$ cat src/sv/lcpc_pkg.sv
package lcpc_pkg;

  localparam int unsigned COORD_W   = 32;
  localparam int unsigned TOL_W     = 16;
  localparam int unsigned PCNT_W    = 5;
  localparam int unsigned HCNT_W    = 5;
  localparam int unsigned REG_IDX_W = 8;
  localparam int unsigned ACC_W     = 50;
  localparam int unsigned PROD_W    = 64;
  localparam int unsigned WIDE_W    = 66;
  localparam int unsigned SEG_HITS  = 2;

  localparam logic [1:0] FUNC_LOAD  = 2'd0;
  localparam logic [1:0] FUNC_LINE  = 2'd1;
  localparam logic [1:0] FUNC_POINT = 2'd2;

  localparam logic [REG_IDX_W-1:0] REG_PLANE_COUNT = 8'd0;
  localparam logic [REG_IDX_W-1:0] REG_TOLERANCE   = 8'd1;

  localparam logic [PCNT_W-1:0] PLANE_COUNT_RST = 5'd5;
  localparam logic [TOL_W-1:0]  TOLERANCE_RST   = 16'd66;

  typedef logic [2:0][COORD_W-1:0] vec3_t;

  typedef struct packed {
    logic [1:0]                 func;
    logic [3:0]                 slot;
    logic signed [COORD_W-1:0]  a_x;
    logic signed [COORD_W-1:0]  a_y;
    logic signed [COORD_W-1:0]  a_z;
    logic signed [COORD_W-1:0]  b_x;
    logic signed [COORD_W-1:0]  b_y;
    logic signed [COORD_W-1:0]  b_z;
  } in_item_t;

  typedef struct packed {
    logic                       found;
    logic signed [COORD_W-1:0]  start_x;
    logic signed [COORD_W-1:0]  start_y;
    logic signed [COORD_W-1:0]  start_z;
    logic signed [COORD_W-1:0]  span_x;
    logic signed [COORD_W-1:0]  span_y;
    logic signed [COORD_W-1:0]  span_z;
    logic [HCNT_W-1:0]          hit_count;
  } out_item_t;

  typedef struct packed {
    logic mul_en;
    logic acc_clr;
    logic acc_en;
  } mac_ctrl_t;

  typedef enum logic [4:0] {
    ST_IDLE,
    ST_LQ_READ,
    ST_LQ_TEST,
    ST_V1_MUL,
    ST_V1_ACC,
    ST_V1_SAVE,
    ST_V2_MUL,
    ST_V2_ACC,
    ST_EVAL,
    ST_DIV_MUL,
    ST_DIV_START,
    ST_DIV_WAIT,
    ST_IN_READ,
    ST_IN_MUL,
    ST_IN_ACC,
    ST_IN_EVAL,
    ST_DUP_READ,
    ST_DUP_CMP,
    ST_HIT_WRITE,
    ST_NEXT_PLANE,
    ST_FINISH
  } state_e;

  function automatic logic signed [COORD_W-1:0] sat32(input logic signed [WIDE_W-1:0] x);
    logic signed [WIDE_W-1:0] hi;
    logic signed [WIDE_W-1:0] lo;
    hi = WIDE_W'(64'sd2147483647);
    lo = WIDE_W'(-64'sd2147483648);
    if (x > hi) begin
      return 32'sh7fffffff;
    end else if (x < lo) begin
      return 32'sh80000000;
    end
    return x[COORD_W-1:0];
  endfunction

  function automatic logic in_tol(input logic signed [WIDE_W-1:0] x,
                                  input logic [TOL_W-1:0] tol);
    logic signed [WIDE_W-1:0] t;
    t = $signed({{(WIDE_W-TOL_W){1'b0}}, tol});
    return (x <= t) && (x >= -t);
  endfunction

  function automatic logic fuzzy_same(input vec3_t u, input vec3_t v,
                                      input logic [TOL_W-1:0] tol);
    logic same;
    same = 1'b1;
    for (int k = 0; k < 3; k++) begin
      if (!in_tol(WIDE_W'($signed(u[k])) - WIDE_W'($signed(v[k])), tol)) begin
        same = 1'b0;
      end
    end
    return same;
  endfunction

endpackage

$ cat src/sv/lcpc_mac.sv
module lcpc_mac import lcpc_pkg::*; (
  input  logic                      clk_i,
  input  mac_ctrl_t                 ctrl_i,
  input  logic signed [COORD_W-1:0] op_a_i,
  input  logic signed [COORD_W-1:0] op_b_i,
  output logic signed [PROD_W-1:0]  prod_o,
  output logic signed [ACC_W-1:0]   acc_o
);

  logic signed [PROD_W-1:0] prod_q;
  logic signed [ACC_W-1:0]  acc_q;
  logic signed [PROD_W-1:0] prod_fl;

  // Arithmetic shift floors the Q32.32 product to Q48.16.
  assign prod_fl = prod_q >>> 16;

  always_ff @(posedge clk_i) begin
    if (ctrl_i.mul_en) begin
      prod_q <= PROD_W'(op_a_i) * PROD_W'(op_b_i);
    end
    if (ctrl_i.acc_clr) begin
      acc_q <= '0;
    end else if (ctrl_i.acc_en) begin
      acc_q <= acc_q + prod_fl[ACC_W-1:0];
    end
  end

  assign prod_o = prod_q;
  assign acc_o  = acc_q;

endmodule

$ cat config.mk
export PLATFORM = sky130hd
export DESIGN_NAME = lcpc_mac
export DESIGN_NICKNAME = d
export VERILOG_FILES = /design/src/sv/lcpc_pkg.sv /design/src/sv/lcpc_mac.sv
export SDC_FILE = /design/constraint.sdc
export NUM_CORES = 2
export LEC_CHECK = 0
export ABC_AREA = 1
export BUFFER_PORTS_ARGS = -buffer_cell sky130_fd_sc_hd__buf_4
export CAP_MARGIN = 40
export CELL_PAD_IN_SITES_DETAIL_PLACEMENT = 1
export CELL_PAD_IN_SITES_GLOBAL_PLACEMENT = 2
export CORE_ASPECT_RATIO = 1.4
export CORE_UTILIZATION = 35
export DETAILED_ROUTE_END_ITERATION = 16
export GPL_TIMING_DRIVEN = 0
export PLACE_DENSITY_LB_ADDON = 0.1
export SYNTH_ARGS = -nofsm -noshare
export SYNTH_HDL_FRONTEND = slang
export SYNTH_SLANG_ARGS = --single-unit
$ cat constraint.sdc
create_clock -name clk_i -period 8.5 [get_ports clk_i]
set_input_delay 0.425 -clock clk_i [delete_from_list [all_inputs] [get_ports clk_i]]
set_output_delay 0.425 -clock clk_i [all_outputs]
set_load 0.005 [all_outputs]
After elaboration in Yosys (flattened, before gate mapping)
Cells that the tools add are included.
{"block": "word_totals", "word_cells": 4, "regBits": 114, "inputBits": 68}
{"block": "classes", "n_addsub": 1, "mul": 1}
{"operator": "32-bit by 32-bit multiplier with 64-bit output", "count": 1}
{"operator": "50-bit adder", "count": 1}

Longest topological paths before layout
{"block": "logic_depth", "word_depth": 1, "depth_mapped": 30}

Worst setup path before layout
No wires, ideal clock.
{"block": "synth_path", "kind": "input to register", "startpoint": "in op_a_i[31]", "endpoint": "reg prod_q[63], in the netlist prod_o[63] (data pin)", "path_buffers": 1, "t_arrival_ns": 7.146, "slack_ns": 1.102, "stages": 23, "cell_sequence": "clkbuf_1 nand2_1 inv_1 fa_1 fa_1 fa_1 inv_1 fa_1 inv_1 fa_1 inv_1 fa_1 fa_1 fa_1 inv_1 ha_1 nand2_1 nor3_1 nand2_1 nor4_2 a21oi_1 nand2_1 nand2_1"}
{"block": "synth_via", "elab_chain_len": 1}
{"item": "start: declaration", "line": "lcpc_mac.sv:4", "rtl": "input logic signed [COORD_W-1:0] op_a_i,"}
{"item": "32-bit by 32-bit multiplier with 64-bit output", "line": "lcpc_mac.sv:19", "rtl": "prod_q <= PROD_W'(op_a_i) * PROD_W'(op_b_i);"}
{"item": "end signal: assignment", "line": "lcpc_mac.sv:19"}
{"item": "end: declaration", "line": "lcpc_mac.sv:10", "rtl": "logic signed [PROD_W-1:0] prod_q;"}
Every way passes these cells.
A chain may end at the register's enable or synchronous reset.

Worst setup path after layout
{"block": "layout_path", "startpoint": "in op_a_i[31]", "endpoint": "reg prod_q[62], in the netlist prod_o[62] (data pin)"}
The elaborated chain is that of the path after synthesis.

==> run summary <==
RSZ-0062 raised after global routing - yes
Final Critical Period - 8210 ps
H-tree depth - 4
Synth warnings - 0
#FFs+latches synth - 114
Slew @ Worst Pin - 981 ps
Post-synth ARST share - 0%
DP Wirelength - 192,000 um
Horiz. Die Dim - 308 um
Cell taking the most area after synthesis - fa_1
Die area - 132,000 sq um
Initial DRC count - 2,268
Worst path max stage delay - 780 ps
Port Buf Inserts - 180
Fill count - 15,872
Most frequent cell after synthesis - inv_1
Pre-CTS WS - -957 ps
Crit. End Element - flip-flop
Final hold violation count - 0
Crit path DAT - 8460 ps
Final max-slew violation count - 0
Core Util, Final - 40.1%
Syn_area_per_cell - 7.84 sq um
Top cell type's share of synthesized area - 47.3%
Cell count after synthesis - 5,845
Largest net degree at the start of global routing - 65
CTS tree - yes
Detailed Route WL - 212,000 um
Post-synth EDFFs - 64
Main flop type after synthesis - edfxtp_1
CTS Sinks - 114
Layout cells sized above 1 - 8.38%
Antenna viol nets, final - 0
Die Y-Extent - 430 um
Initial antenna violation count - 2
Slew HR - 34.6%
Global-route wire length before repair - 306,000 um
Vias - 38,996
Via density - 4.91
Ant diodes - 0
Fmax - 0.122 GHz
Clock skew - 18.0 ps
Cts bufs inserted - 25
Clk buf depth - 3
Most frequent cells after synthesis - inv_1, nand2_1, fa_1, nor2_1, ha_1
Wire per inst - 26.7 um
CP startpoint kind - primary input
Global route overflow - 0
Core area - 129,000 sq um
Area Overhead vs Synth - 13.3%
Min Hold Slack - 345 ps
Site Rows - 156
Post-Syn Area - 45,800 sq um
Root Buffer - clkbuf_16
Critical path required time - 8760 ps
Clock latency on the worst-skew pair - 500 ps
Global router's overall resource usage - 32.9%
Status - completed
Layout net count - 7,581
Synth cell types - 52
Max-cap violations - 0
Setup CP Type - in -> reg
Syn nets - 7,229
CP Max Fanout - 10
Vias in the first global route - 44,377
Ports - 182
1st-pass router iterations - 5
Ranking of synthesized cells by area - fa_1, inv_1, nand2_1
Initial core utilization - 35.4%
CP max stage cell - fa_2
Finish-stage setup viols - 0
Worst-path clk slew - 50 ps
Worst hold path type - in -> reg
Final WS setup - 292 ps
Crit share post-route - 96.6%
Final Wtd Congestion - 0.971
Post-synthesis sequential area ratio - 6.38%
DRC Markers - 0
[worst max-delay path, delay by kind of cell]
kind                     cells  cell delay [ps]
AND/OR/NAND/NOR              7              960
buffers and inverters       12             1420
adder cells (fa/ha/maj)      9             4820
AO/OA/AOI/OAI                3              770
[what timing repair did]
action                     in CTS  in global routing
gates resized for setup         4                  4
setup endpoints to repair       2                  2
buffers inserted                0                  6
hold endpoints to repair        0                  0
hold buffers                    0                  0
[per-layer routing]
metal	global-route usage, %	part of all wire [%]
met1	35.7	37
met5	0	0.0066
met2	60.5	52
met4	22.3	8.3
met3	2.30	3.1
[cell usage in the layout (no fill, tap or decap), drive strengths merged, types with 19 or more instances in the layout]
cell type,synthesis,final
a21oi,148,148
buf,1,326
clkbuf,207,236
dfxtp,50,50
edfxtp,64,64
fa,1083,1083
ha,233,233
inv,1753,1751
nand2,1501,1501
nand3,101,101
nand4,35,35
nor2,361,361
nor3,19,19
o21ai,121,121
o21bai,19,19
xor2,69,69
[worst paths after layout]
path,from,end,slack [ps],cells after the start
worst max-delay path,op_a_i[31],prod_o[62]$_DFFE_PP_,290,31
worst min-delay path,op_b_i[0],prod_o[0]$_DFFE_PP_,340,3
worst max register to register,prod_o[16]$_DFFE_PP_,acc_o[28]$_SDFFE_PP0P_,5320,13
worst min register to register,acc_o[0]$_SDFFE_PP0P_,acc_o[0]$_SDFFE_PP0P_,490,2
[flip-flops by register name, summed over array words and instances, names as in the netlist]
signal,count
acc_o,50
prod_o,64
[cell type report]
type / count / area, sq um / share of cell area [%]
buffer: 208 / 786 / 1.51
clock buffer: 29 / 671 / 1.29
clock inverter: 4 / 16.3 / 0.0313
inverter: 1755 / 6600 / 12.7
multi-input combinational: 3768 / 35600 / 68.5
sequential: 114 / 2920 / 5.63
tap: 1738 / 2170 / 4.19
timing repair buffer: 325 / 3220 / 6.20
[stage by stage]
step	area, sq um	setup TNS (ps)	cells
global placement	49300	-16020	7763
finish	51900	0	7941
CTS	51900	0	7935
detailed placement	51200	-4110	7902
global route	51900	-72.7	7941
floorplan	45800	0	5845
[logic make-up (layout without fill, tap and decap cells)]
kind of cell               count (synthesis)  count (layout)  share of synthesized area (%)
AOI/OAI and AO/OA                        321             321                           3.98
xor gates and xnor gates                  84              84                           1.62
adders and majority gates               1316            1316                           53.7
buffers and inverters                   1963            2321                           16.1
DFF                                      114             114                           6.38
and+or+nand+nor                         2047            2047                           18.3
Power is left out: the tool's default activity adds up to more than one toggle a clock period on the data nets, which glitch-free logic cannot reach.
