<file path="src/sv/lcpc_pkg.sv">
package lcpc_pkg;

  localparam int unsigned COORD_W   = 32;
  localparam int unsigned TOL_W     = 16;
  localparam int unsigned PCNT_W    = 5;
  localparam int unsigned HCNT_W    = 5;
  localparam int unsigned REG_IDX_W = 8;
  localparam int unsigned ACC_W     = 50;
  localparam int unsigned PROD_W    = 64;
  localparam int unsigned WIDE_W    = 66;
  localparam int unsigned SEG_HITS  = 2;

  localparam logic [1:0] FUNC_LOAD  = 2'd0;
  localparam logic [1:0] FUNC_LINE  = 2'd1;
  localparam logic [1:0] FUNC_POINT = 2'd2;

  localparam logic [REG_IDX_W-1:0] REG_PLANE_COUNT = 8'd0;
  localparam logic [REG_IDX_W-1:0] REG_TOLERANCE   = 8'd1;

  localparam logic [PCNT_W-1:0] PLANE_COUNT_RST = 5'd5;
  localparam logic [TOL_W-1:0]  TOLERANCE_RST   = 16'd66;

  typedef logic [2:0][COORD_W-1:0] vec3_t;

  typedef struct packed {
    logic [1:0]                 func;
    logic [3:0]                 slot;
    logic signed [COORD_W-1:0]  a_x;
    logic signed [COORD_W-1:0]  a_y;
    logic signed [COORD_W-1:0]  a_z;
    logic signed [COORD_W-1:0]  b_x;
    logic signed [COORD_W-1:0]  b_y;
    logic signed [COORD_W-1:0]  b_z;
  } in_item_t;

  typedef struct packed {
    logic                       found;
    logic signed [COORD_W-1:0]  start_x;
    logic signed [COORD_W-1:0]  start_y;
    logic signed [COORD_W-1:0]  start_z;
    logic signed [COORD_W-1:0]  span_x;
    logic signed [COORD_W-1:0]  span_y;
    logic signed [COORD_W-1:0]  span_z;
    logic [HCNT_W-1:0]          hit_count;
  } out_item_t;

  typedef struct packed {
    logic mul_en;
    logic acc_clr;
    logic acc_en;
  } mac_ctrl_t;

  typedef enum logic [4:0] {
    ST_IDLE,
    ST_LQ_READ,
    ST_LQ_TEST,
    ST_V1_MUL,
    ST_V1_ACC,
    ST_V1_SAVE,
    ST_V2_MUL,
    ST_V2_ACC,
    ST_EVAL,
    ST_DIV_MUL,
    ST_DIV_START,
    ST_DIV_WAIT,
    ST_IN_READ,
    ST_IN_MUL,
    ST_IN_ACC,
    ST_IN_EVAL,
    ST_DUP_READ,
    ST_DUP_CMP,
    ST_HIT_WRITE,
    ST_NEXT_PLANE,
    ST_FINISH
  } state_e;

  function automatic logic signed [COORD_W-1:0] sat32(input logic signed [WIDE_W-1:0] x);
    logic signed [WIDE_W-1:0] hi;
    logic signed [WIDE_W-1:0] lo;
    hi = WIDE_W'(64'sd2147483647);
    lo = WIDE_W'(-64'sd2147483648);
    if (x > hi) begin
      return 32'sh7fffffff;
    end else if (x < lo) begin
      return 32'sh80000000;
    end
    return x[COORD_W-1:0];
  endfunction

  function automatic logic in_tol(input logic signed [WIDE_W-1:0] x,
                                  input logic [TOL_W-1:0] tol);
    logic signed [WIDE_W-1:0] t;
    t = $signed({{(WIDE_W-TOL_W){1'b0}}, tol});
    return (x <= t) && (x >= -t);
  endfunction

  function automatic logic fuzzy_same(input vec3_t u, input vec3_t v,
                                      input logic [TOL_W-1:0] tol);
    logic same;
    same = 1'b1;
    for (int k = 0; k < 3; k++) begin
      if (!in_tol(WIDE_W'($signed(u[k])) - WIDE_W'($signed(v[k])), tol)) begin
        same = 1'b0;
      end
    end
    return same;
  endfunction

endpackage

</file>
<file path="src/sv/lcpc_div.sv">
module lcpc_div import lcpc_pkg::*; (
  input  logic                      clk_i,
  input  logic                      rst_ni,
  input  logic                      start_i,
  input  logic signed [PROD_W-1:0]  dividend_i,
  input  logic signed [COORD_W-1:0] divisor_i,
  output logic                      done_o,
  output logic signed [PROD_W-1:0]  quot_o
);

  logic              busy_q, busy_d;
  logic              done_q, done_d;
  logic [5:0]        cnt_q, cnt_d;
  logic [PROD_W-1:0] dvd_q, dvd_d;
  logic [COORD_W-1:0] rem_q, rem_d;
  logic [COORD_W-1:0] dsr_q, dsr_d;
  logic              neg_q, neg_d;
  logic [COORD_W:0]  trial;

  assign trial = {rem_q, dvd_q[PROD_W-1]};

  always_comb begin
    busy_d = busy_q;
    done_d = 1'b0;
    cnt_d  = cnt_q;
    dvd_d  = dvd_q;
    rem_d  = rem_q;
    dsr_d  = dsr_q;
    neg_d  = neg_q;
    if (start_i) begin
      busy_d = 1'b1;
      cnt_d  = '0;
      rem_d  = '0;
      dvd_d  = (dividend_i < 0) ? -dividend_i : dividend_i;
      dsr_d  = (divisor_i < 0) ? -divisor_i : divisor_i;
      neg_d  = dividend_i[PROD_W-1] ^ divisor_i[COORD_W-1];
    end else if (busy_q) begin
      // Restoring step: one quotient bit per cycle, MSB first.
      if (trial >= {1'b0, dsr_q}) begin
        rem_d = COORD_W'(trial - {1'b0, dsr_q});
        dvd_d = {dvd_q[PROD_W-2:0], 1'b1};
      end else begin
        rem_d = trial[COORD_W-1:0];
        dvd_d = {dvd_q[PROD_W-2:0], 1'b0};
      end
      cnt_d = cnt_q + 6'd1;
      if (cnt_q == 6'd63) begin
        busy_d = 1'b0;
        done_d = 1'b1;
      end
    end
  end

  always_ff @(posedge clk_i or negedge rst_ni) begin
    if (!rst_ni) begin
      busy_q <= 1'b0;
      done_q <= 1'b0;
      cnt_q  <= '0;
    end else begin
      busy_q <= busy_d;
      done_q <= done_d;
      cnt_q  <= cnt_d;
    end
  end

  always_ff @(posedge clk_i) begin
    dvd_q <= dvd_d;
    rem_q <= rem_d;
    dsr_q <= dsr_d;
    neg_q <= neg_d;
  end

  assign done_o = done_q;
  assign quot_o = neg_q ? -$signed(dvd_q) : $signed(dvd_q);

endmodule

</file>
<file path="config.mk">
export PLATFORM = sky130hd
export DESIGN_NAME = lcpc_div
export DESIGN_NICKNAME = d
export VERILOG_FILES = /design/src/sv/lcpc_pkg.sv /design/src/sv/lcpc_div.sv
export SDC_FILE = /design/constraint.sdc
export NUM_CORES = 1
export LEC_CHECK = 0
export BUFFER_PORTS_ARGS = -buffer_cell sky130_fd_sc_hd__buf_2
export CAP_MARGIN = 25
export CELL_PAD_IN_SITES_DETAIL_PLACEMENT = 2
export CELL_PAD_IN_SITES_GLOBAL_PLACEMENT = 2
export CORE_AREA = 2 2 267 163
export CTS_BUF_LIST = sky130_fd_sc_hd__clkbuf_16
export DETAILED_ROUTE_END_ITERATION = 7
export DIE_AREA = 0 0 269 165
export HOLD_SLACK_MARGIN = 0.06
export PLACE_DENSITY = 0.7
export SLEW_MARGIN = 0
export SYNTH_ARGS = -nofsm -noshare
export SYNTH_HDL_FRONTEND = slang
export SYNTH_SLANG_ARGS = --single-unit
</file>
<file path="constraint.sdc">
create_clock -name clk_i -period 4.3 [get_ports clk_i]
set_clock_uncertainty 0.15 [all_clocks]
set_input_delay 0.645 -clock clk_i [delete_from_list [all_inputs] [get_ports clk_i]]
set_output_delay 0.645 -clock clk_i [all_outputs]
set_load 0.005 [all_outputs]
</file>
# Yosys cells after proc, flatten, opt, wreduce, memory -nomap -nowiden
# Index checks and enable logic that the tools add are counted.
# Widths: inputs -> output; s select.
[word_totals]
register_bits = 137
inputBits = 99
output_inout_bits = 65
word_cells = 33
[op_classes]
add_sub_neg = 5
n_lt_le_gt_ge = 3
eq_ne = 1
mux = 15
bitwise = 1
reduce_logical = 1
[op_table]
columns = ["op", "count"]
rows = [
  ["$mux 64", 4],
  ["$neg 64->64", 2],
  ["$lt 64x1->1 const B", 1],
  ["$mux 32", 2],
  ["$ge 33x32->1", 1],
  ["$lt 32x1->1 const B", 1],
  ["$neg 32->32", 1],
  ["$sub 32x32->32", 1],
  ["$mux 6", 2],
  ["$mux 1", 7],
  ["$add 6x1->6 const B", 1],
  ["$eq 6x6->1 const B", 1],
  ["$reduce_bool 2->1", 1],
  ["$xor 1x1->1", 1],
]

# Depth between registers and ports, before layout
[depth]
depth_word = 4
depth_mapped = 13
mapped_depth_nobuf = 12

# Worst setup path before layout
# No wires, ideal clock.
[synth_path]
path_kind = "flip-flop to output port"
start = "register dvd_q[5]"
end = "output quot_o[60]"
t_arrival_ns = 2.938
required_ns = 3.505
setup_slack_ns = 0.567
path_stages_with_launch = 10
path_buffers = 1
cell_sequence = "edfxtp_1 -> or3_1 -> or4_1 -> clkbuf_1 -> or3_1 -> or4b_1 -> inv_1 -> nand2_1 -> o31ai_1 -> xnor2_1"
[synth_via]
elab_chain_len = 2
[synth_lines]
columns = ["element", "line_no", "text"]
rows = [
  ["from (decl)", "lcpc_div.sv:14", "logic [PROD_W-1:0] dvd_q, dvd_d;"],
  ["from (signal assigned)", "lcpc_div.sv:67", "dvd_q <= dvd_d;"],
  ["$neg 64->64", "lcpc_div.sv:74", "assign quot_o = neg_q ? -$signed(dvd_q) : $signed(dvd_q);"],
  ["$mux 64", "lcpc_div.sv:74", ""],
  ["to (decl)", "lcpc_div.sv:8", "output logic signed [PROD_W-1:0] quot_o"],
]
# No other way between the ends.

# Worst setup path in the final report
[layout_path]
start = "register dvd_q[0]"
end = "output quot_o[48]"
# The elaborated chain is that of the path after synthesis.

==> results.md <==
* Outcome: complete, no violations
* Die area at 44,400 µm²
* Max stage delay on crit path at 0.59 ns
* Inserted Clock Buffers at 17
* Crit path capture type: output port
* IO Count at 164
* Final HPWL DP at 30.5 mm
* Gate Count Post-Synth at 1,174
* Total GRT Usage at 18.1%
* Layout cell share with drive strength beyond 1 at 21.4%
* Comb power frac at 24.8%
* Hold WS at 0.291 ns
* Lkg Pwr at 0.00497 µW
* R2r setup slk at 0.63 ns
* Critical path class: reg2out
* DR pass1 iterations at 6
* Syn Nets at 1,310
* Grt total ovfl at 0
* Number of global-route vias before repair at 10,200
* Worst EP required at 3.50 ns
* Critical R2R Launch: dsr_q[15]$_DFFE_PP_
* Vias per inst at 5.01
* RSZ-0062 raised after global routing: yes
* FFs w/ async S/R, synth at 5.84%
* Top FF cell, synth: edfxtp_1
* Yosys cell types at 66
* CTS max path bufs at 2
* Cell-internal power at 3070 µW
* First-pass GRT wire length at 61.3 mm
* Storage cell area at 3750 µm²
* Sw power at 1400 µW
* PortBufs at 163
* Multi-input gate area at 6450 µm²
* GP Congestion at 0.790
* Sw Ratio at 31.4%
* Starting Density at 24.9%
* Fin crit period at 4.27 ns
* Worst path depth at 10
* Proportion of synthesized chip area in sequential cells at 36.1%
* Clock root buffer: clkbuf_16
* Area of placed instances at 12,000 µm²
* CP Launch Type: flop
* Initial antenna violation count at 6
* Pwr dens at 345 nW/µm²
* Cell family with most CP delay: simple AND/OR/NAND/NOR gates
* Syn_area_per_cell at 8.85 µm²
* Site Rows at 58
* Area of the core at 41,700 µm²
* Final hold violation count at 0
* Sequential Power Share at 38.3%
* # setup viols final at 0
* End of the critical path: quot_o[48]
* CTS tree: yes
* Max IR drop VDD at 237 µV
* Largest net degree at the start of global routing at 90
* Fmax at 234 MHz
* First DRT Iteration DRCs at 458
* Max-cap check violation count at 0
* Post-DRT Antenna Nets at 0
* Post-route clock period utilization at 99.3%
* Worst Path Arrival at 3.48 ns
* Drt drc at 0
* Synth Warn # at 0
* Latest clock arrival within the worst-skew pair at 0.45 ns
* Routed WL at 39.7 mm
* Placed Cells at 1,885
* Number of synthesized flops with an enable pin at 97
* Crit-path cells: buf_4, inv_1, ha_1, nand2b_1, or4_4, or3_4, or4b_4, o41ai_1, xnor2_1, buf_2
* Least-Margin Pin Slew at 0.957 ns
* # fillers at 4,736
* Reg2Reg Depth at 13
* Clk pwr share at 36.9%
* Buf/Inv on CP at 3
* Fin. max-slew vios at 0
* Worst r2r dst: rem_q[21]$_SDFFE_PP0P_
* Max FO, Critical Path at 4
* Synth Register Bits at 137
* Reg clk slew, reported paths at 0.06 ns
* Routed WL per cell at 20.5 µm
* Design Area, Final at 12,900 µm²
* Synth-to-layout area growth at 24.6%
* Final non-filler cell total at 1,934
* Die Width at 269 µm
* Min-delay worst type: in2reg
* H-tree Lvls at 4
* Worst rel slew slack at 36.2%
* CP max-delay cell: or4b_4
* NumNets Final at 1,482
* DR vias at 9,680
* Crit path launch: dvd_q[0]$_DFFE_PP_
* CTS Sinks at 137
* Mapped Area at 10,400 µm²
* DIE HEIGHT at 165 µm
## logic make-up (layout without fill, tap and decap cells)
group	Yosys count	count (layout)	synth area share (%)
and+or+nand+nor	364	364	17.6
AOI/OAI and AO/OA	315	315	19.4
buffers and inverters	108	293	3.99
xor gates and xnor gates	183	183	15.4
muxes	30	30	2.91
DFF	137	137	36.1
adders and majority gates	37	37	4.53
other	0	5	0
## layout by cell type (no fill, tap or decap), types with 8 or more instances in the layout
| master | n |
|---|---|
| or3_1 | 20 |
| buf_2 | 162 |
| nand2_1 | 80 |
| xnor2_1 | 108 |
| or4_1 | 17 |
| nor2_1 | 119 |
| o41ai_1 | 19 |
| nand4_1 | 11 |
| mux2i_1 | 28 |
| nor3_1 | 13 |
| o21ai_0 | 74 |
| buf_4 | 38 |
| edfxtp_1 | 97 |
| nor4_1 | 9 |
| o31ai_1 | 37 |
| a21oi_1 | 96 |
| xor2_1 | 72 |
| a211oi_1 | 25 |
| dfrtp_1 | 8 |
| a21o_1 | 14 |
| ha_1 | 36 |
| nor2b_1 | 8 |
| nand2b_1 | 17 |
| nand3_1 | 12 |
| dfxtp_1 | 32 |
| clkbuf_16 | 17 |
| inv_1 | 55 |
## metrics by stage
stage                     setup TNS (ns)  power [µW]  utilization (%)  worst slack, ns
after floorplan                        0        2300                -            0.567
after global routing              -0.462        4690             31.0          -0.0993
after global placement                 0        2760             28.7            0.176
after CTS                        -0.0348        4490             30.6          -0.0348
final                                  0        4470             31.0           0.0286
after detailed placement               0        2810             28.7            0.107
## power groups by stage
stage | Combinational [µW] | Sequential (µW) | Clock (µW)
after floorplan | 627 | 1680 | 0
after global placement | 1040 | 1720 | 0
after detailed placement | 1080 | 1730 | 0
after CTS | 1110 | 1700 | 1680
after global routing | 1220 | 1730 | 1730
final | 1110 | 1710 | 1650
## worst min path at each step
stage                     cells past startpoint  slack (ns)              startpoint                endpoint
after CTS                                     1        0.28            divisor_i[0]      dsr_q[0]$_DFFE_PP_
final                                         1        0.29            divisor_i[0]      dsr_q[0]$_DFFE_PP_
after floorplan                               0        0.20                  rst_ni        busy_q$_DFF_PN0_
after detailed placement                      2        0.35  rem_q[26]$_SDFFE_PP0P_  rem_q[26]$_SDFFE_PP0P_
after global placement                        2        0.32  rem_q[25]$_SDFFE_PP0P_  rem_q[25]$_SDFFE_PP0P_
after global routing                          1        0.28            divisor_i[0]      dsr_q[0]$_DFFE_PP_
## flip-flops by register name, indices dropped and copies added (netlist names)
signal	count
busy_q	1
done_o	1
dsr_q	32
dvd_q	64
cnt_q	6
rem_q	32
neg_q	1
## final cells by class
class	count	share of cell area [%]
clock buffers	17	3.29
flip-flops and latches	137	29.0
well taps	570	5.51
clock inverters	15	1.60
diodes	5	0.0966
multi-input cells	929	49.8
inverters	56	1.64
repair buffers	205	9.03
## Yosys cell counts (6+ instances only)
| cell | count | area (µm²) |
|---|---|---|
| a211oi_1 | 25 | 188 |
| nand2b_1 | 18 | 113 |
| and3_1 | 7 | 43.8 |
| o31ai_1 | 41 | 308 |
| inv_1 | 56 | 210 |
| o21ai_0 | 76 | 380 |
| dfrtp_1 | 8 | 200 |
| nand2_1 | 83 | 312 |
| nor2_1 | 121 | 454 |
| a21o_1 | 14 | 105 |
| o41ai_1 | 21 | 184 |
| or2_2 | 8 | 50.1 |
| o21bai_1 | 6 | 45.0 |
| nor3_1 | 18 | 90.1 |
| nand4_1 | 11 | 68.8 |
| or4_1 | 19 | 143 |
| nand3_1 | 13 | 65.1 |
| dfxtp_1 | 32 | 641 |
| nor4_1 | 10 | 62.6 |
| clkbuf_1 | 43 | 161 |
| ha_1 | 36 | 450 |
| nor2b_1 | 8 | 50.1 |
| or3_1 | 23 | 144 |
| xnor2_1 | 110 | 963 |
| xor2_1 | 73 | 639 |
| mux2i_1 | 28 | 280 |
| edfxtp_1 | 97 | 2910 |
| a21oi_1 | 96 | 480 |
## layer usage
layer,vias to the layer above,GRT usage (%),wire [µm]
met2,129,27.1,17600
met3,29,3.01,1090
met5,-,0,0
met4,0,4.82,500
li1,4619,-,-
met1,4903,26.6,20500
## what timing repair did
item,CTS,global route
hold buffers,1,0
pin swaps,7,6
endpoints found under the hold margin,8,0
resized for setup,20,24
setup buffers,5,5
setup endpoints to repair,17,19
## worst reg2reg max path, stage by stage, from the launching register on
cell and delay [ns]:
edfxtp_1 0.32, inv_1 0.04, ha_1 0.37, and2_1 0.23, nand3_1 0.14, or4_1 0.51, or4_1 0.48, a21oi_1 0.16
a2111oi_0 0.08, dlymetal6s2s_1 0.20, o21ai_4 0.07, buf_4 0.37, mux2i_1 0.29, a211oi_1 0.10
Note: power is estimated with default switching activity, not from simulation.
